$ cat src/sv/mffp_ram.sv
// Generic single-port-write, single-port-read RAM with registered read.
// No dependencies.
module mffp_ram #(
   parameter int Width = 8,
   parameter int Depth = 256
) (
   input  logic                     clock,
   input  logic                     wr_en,
   input  logic [$clog2(Depth)-1:0] wr_addr,
   input  logic [Width-1:0]         wr_data,
   input  logic [$clog2(Depth)-1:0] rd_addr,
   output logic [Width-1:0]         rd_data
);
   logic [Width-1:0] mem_ff [Depth];

   always_ff @(posedge clock) begin
      if (wr_en) begin
         mem_ff[wr_addr] <= wr_data;
      end
      rd_data <= mem_ff[rd_addr];
   end
endmodule

$ cat config.mk
export PLATFORM = sky130hd
export DESIGN_NAME = mffp_ram
export DESIGN_NICKNAME = d
export VERILOG_FILES = /design/src/sv/mffp_ram.sv
export SDC_FILE = /design/constraint.sdc
export NUM_CORES = 2
export LEC_CHECK = 0
export BUFFER_PORTS_ARGS = -buffer_cell sky130_fd_sc_hd__clkbuf_2
export CORE_UTILIZATION = 40
export DETAILED_ROUTE_END_ITERATION = 16
export GPL_ROUTABILITY_DRIVEN = 0
export PLACE_DENSITY = 0.55
export SYNTH_ARGS = -nofsm -noshare
export SYNTH_HDL_FRONTEND = slang
export SYNTH_SLANG_ARGS = --single-unit
$ cat constraint.sdc
create_clock -name clock -period 5.3 [get_ports clock]
set_clock_uncertainty 0.15 [all_clocks]
set_input_delay 1.06 -clock clock [delete_from_list [all_inputs] [get_ports clock]]
set_output_delay 1.06 -clock clock [all_outputs]
set_load 0.05 [all_outputs]
Yosys cells after proc, flatten, opt, wreduce, memory -nomap -nowiden
Memories as Yosys holds them, arrays and structs flattened. A register that Yosys moved wholly into a read port is not among the register bits.
Index checks and enable logic that the tools add are counted.
{"block": "totals", "regBits": 0, "latchBits": 0, "ram_bits": 2048, "romBits": 0, "output_inout_bits": 8, "wordCells": 3, "memories": 1}
{"name": "mem_ff", "depth": 256, "width": 8, "rd": 1, "rd_ports_with_merged_regs": 1, "write_ports": 1, "line_no": "14", "rtl": "logic [Width-1:0] mem_ff [Depth];"}
{"block": "op_classes", "add_sub_neg": 0, "multipliers": 0, "n_div": 0, "order_cmp": 0, "eq_ne": 0, "shifts": 0, "mux": 2, "bitwise": 0, "reduce_logical": 0}
{"cell": "1-bit 2-to-1 mux", "count": 2}

Longest topological paths before layout
{"block": "depth", "word_depth": 2, "mapped_depth": 11, "mapped_depth_nobuf": 6}

Worst setup path before layout
OpenSTA, ideal clock, no wires.
{"block": "synth_path", "path_type": "input to register", "startpoint": "input port rd_addr[0]", "endpoint": "register rd_data[2], read port of mem_ff", "setup_time_ns": 0.131, "t_arrival_ns": 2.867, "t_required_ns": 5.019, "setup_slack_ns": 2.152, "cell_stages": 9, "path_cell_list": "buf_6 buf_12 buf_8 buf_2 mux4_2 a22oi_1 a21oi_1 nor4_1 nor4_2"}
{"item": "from (decl)", "line_no": "11", "rtl": "input logic [$clog2(Depth)-1:0] rd_addr,"}
{"item": "to (decl)", "line_no": "12", "rtl": "output logic [Width-1:0] rd_data"}

==> metrics.md <==
| Metric | Value |
|---|---|
| FMAX | `about 0.25 GHz` |
| Die Y | `~450 µm` |
| Root Buffer Master | `clkbuf_16` |
| Pleak | `between 20 and 30 nW` |
| Port buffer count | `33` |
| Row cnt | `163` |
| Total power | `between 30 and 40 mW` |
| H-tree lvl count | `4` |
| Share of cells above drive strength 1 | `~24%` |
| Outcome | `complete, no violations` |
| Synth cell types | `55` |
| CP cell instances | `clkbuf_2, buf_4, nor3b_2, o221ai_2, o22ai_1, o32ai_2, nor3_1, nor4_2` |
| Clock Latency Late Sink | `roughly 0.86 ns` |
| Post CTS Setup Buffer Count | `0` |
| WP data required | `slightly below 6 ns` |
| Max incr delay on CP | `between 1 and 1.5 ns` |
| CTS resizes | `0` |
| Ys Warns | `0` |
| WL per Instance | `30.7 µm` |
| Initial antenna violation count | `11` |
| Critical path arrival | `approximately 4.5 ns` |
| Sequential-to-total area share from yosys stat | `77.5%` |
| Tot GR Track Use | `about a fifth` |
| RSZ-0062 raised after global routing | `no` |
| Hold-fix buffers, CTS | `0` |
| Final Util | `45.7%` |
| Fin. max-slew vios | `0` |
| Total CTS buffers | `~210` |
| Synthesis-stage register bit count | `2056` |
| Vias in the first global route | `slightly below 40000` |
| Routed vias | `slightly below 40000` |
| Area growth syn-to-layout | `13.3%` |
| Worst slew pin tran | `~1.3 ns` |
| Hold Vio Cnt, Final | `0` |
| Avg Synthesized Cell Area | `~21 µm²` |
| Asr flop ratio synth | `0%` |
| Die area | `0.201 mm²` |
| ANT nets after route | `0` |
| Crit path launch type | `primary input` |
| DR iter-0 viols | `4286` |
| Pre-CTS setup slack | `slightly above 0.5 ns` |
| Crit path buffers/inverters | `2` |
| Setup ws final | `1.34 ns` |
| Power per cell area | `around 380 mW/mm²` |
| Ys flop type | `edfxtp_1` |
| Via density | `about 5.8` |
| Post-Syn Instances | `approximately 3700` |
| Critical path's top delay family | `simple AND/OR/NAND/NOR gates` |
| R2R setup slack | `about 2.2 ns` |
| Hold WC Path Type | `primary input to register` |
| CTS tree | `done` |
| Setup TNS | `0 ns` |
| CP Capture Type | `register` |
| Clk buf depth | `3` |
| Final WL | `roughly 210 mm` |
| Slowest cell on the critical path | `nor3_1` |
| Max cap viols | `0` |
| Final worst path period need | `3.96 ns` |
| Starting Density | `40.3%` |
| Core ar. | `roughly 0.20 mm²` |
| Ports | `34` |
| Mapped Area | `~0.08 mm²` |
| CP Class | `primary input to register` |
| DPL Wire Length | `about 130 mm` |
| TritonCTS Sinks | `slightly above 2000` |
| Largest net degree at the start of global routing | `130` |
| Final setup fails | `0` |
| DRC violations left | `0` |
| Nets | `a little under 4000` |
| Die X | `~450 µm` |
| Peak fanout along the critical path | `16` |
| Worst-path clk slew | `0.06 ns` |
| Peak supply drop | `roughly 0.00029 V` |
| First-pass GRT wire length | `approximately 300 mm` |
| Total gr overflow | `0` |
| Synthesized Nets | `approximately 3800` |
| Slew margin rel. | `12.0%` |
| Post-synth EDFFs | `2048` |
| Router iterations before antenna repair | `5` |
| Final period util | `74.8%` |
==> cells by family (layout without fill, tap and decap cells) <==
logic type | Yosys count | count (layout) | synth area share, %
flip-flops | 2056 | 2056 | 77.5
multiplexers | 591 | 591 | 14.6
AND/OR/NAND/NOR | 466 | 466 | 2.63
AO/OA/AOI/OAI | 385 | 385 | 3.42
buffers and inverters | 235 | 616 | 1.83
other | 0 | 3 | 0
==> worst register-to-register path, stage by stage, from the launching register on <==
cell and delay, ns:
edfxtp_1 0.35, mux4_2 0.46, a22o_1 0.26, a221oi_1 0.51, o32ai_1 0.31, nor3_1 0.63
buf_4 0.24, nor4_1 0.05
==> worst paths after layout <==
path | start | end | depth (start not counted)
max | rd_addr[4] | rd_data[6]$_DFF_P_ | 8
min | wr_data[0] | mem_ff[194][0]$_DFFE_PP_ | 1
max reg2reg | mem_ff[211][5]$_DFFE_PP_ | rd_data[5]$_DFF_P_ | 7
min reg2reg | mem_ff[32][5]$_DFFE_PP_ | rd_data[5]$_DFF_P_ | 6
==> metal layers <==
layer	global-route usage [%]	routed length, µm
met2	33.9	102000
met4	5.50	5290
met3	3.40	14000
met1	28.9	86100
met5	0	0
==> report_power, final <==
group          switching [mW]  leakage (nW)  internal, mW
sequential             0.0256          18.5          17.9
clock                    6.26          3.23          8.02
combinational            1.15          6.04         0.571
total                    7.44          27.7          26.5
==> through the flow <==
| stage | cell area, µm² | instances | hold WS (ns) |
|---|---|---|---|
| after global placement | 83500 | 6369 | 0.852 |
| final | 90100 | 6757 | 0.545 |
| after detailed placement | 83500 | 6369 | 0.819 |
| after floorplan | 79600 | 3733 | 0.620 |
| after CTS | 90100 | 6754 | 0.523 |
| after global routing | 90100 | 6755 | 0.539 |
==> cells in the mapped netlist (10+ instances only) <==
cell      instances  area share (%)
a211oi_1         16            0.15
a21oi_1          96            0.60
a221oi_1         13            0.14
a22oi_1         133             1.3
buf_1            22            0.10
buf_2            31            0.20
buf_4            27            0.25
buf_6            21            0.30
buf_8            13            0.25
clkbuf_1        111            0.52
edfxtp_1       2048              77
mux2i_1         134             1.7
mux4_2          454              13
nand2_1          33            0.16
nand3_1          34            0.21
nand4_1          10           0.079
nor2_1          282             1.3
nor2b_1          31            0.24
nor3_1           22            0.14
nor4_1           24            0.19
o211ai_1         10           0.094
o21ai_0          10           0.063
o221ai_1         46            0.51
o22ai_1          28            0.22
==> area by class of cell <==
class | count | area (µm²)
fill | 16700 | 107000
sequential | 2056 | 61700
multi-input combinational | 1442 | 16500
clock buffer | 254 | 5390
tap | 2640 | 3300
timing repair buffer | 229 | 2020
clock inverter | 131 | 1210
inverter | 2 | 7.51
antenna | 3 | 7.51
==> flip-flops by register name, summed over array words and instances, names as in the netlist <==
register	count
mem_ff	2048
rd_data	8
==> layout by cell type (no fill, tap or decap), drive strengths merged, types with 10 or more instances in the layout <==
master / Yosys / final
o22ai: 28 / 28
nand4: 10 / 10
nor3: 22 / 22
mux4: 456 / 456
clkinv: 1 / 106
edfxtp: 2048 / 2048
nor2b: 31 / 31
a21oi: 96 / 96
o221ai: 47 / 47
clkbuf: 111 / 275
a211oi: 16 / 16
a22oi: 133 / 133
o211ai: 10 / 10
o21ai: 12 / 12
nand2: 33 / 33
nor2: 282 / 282
nor4: 27 / 27
mux2i: 134 / 134
buf: 122 / 208
nand3: 34 / 34
a221oi: 14 / 14
bufinv: 0 / 16
No activity file was read; power rests on OpenSTA's default activity.
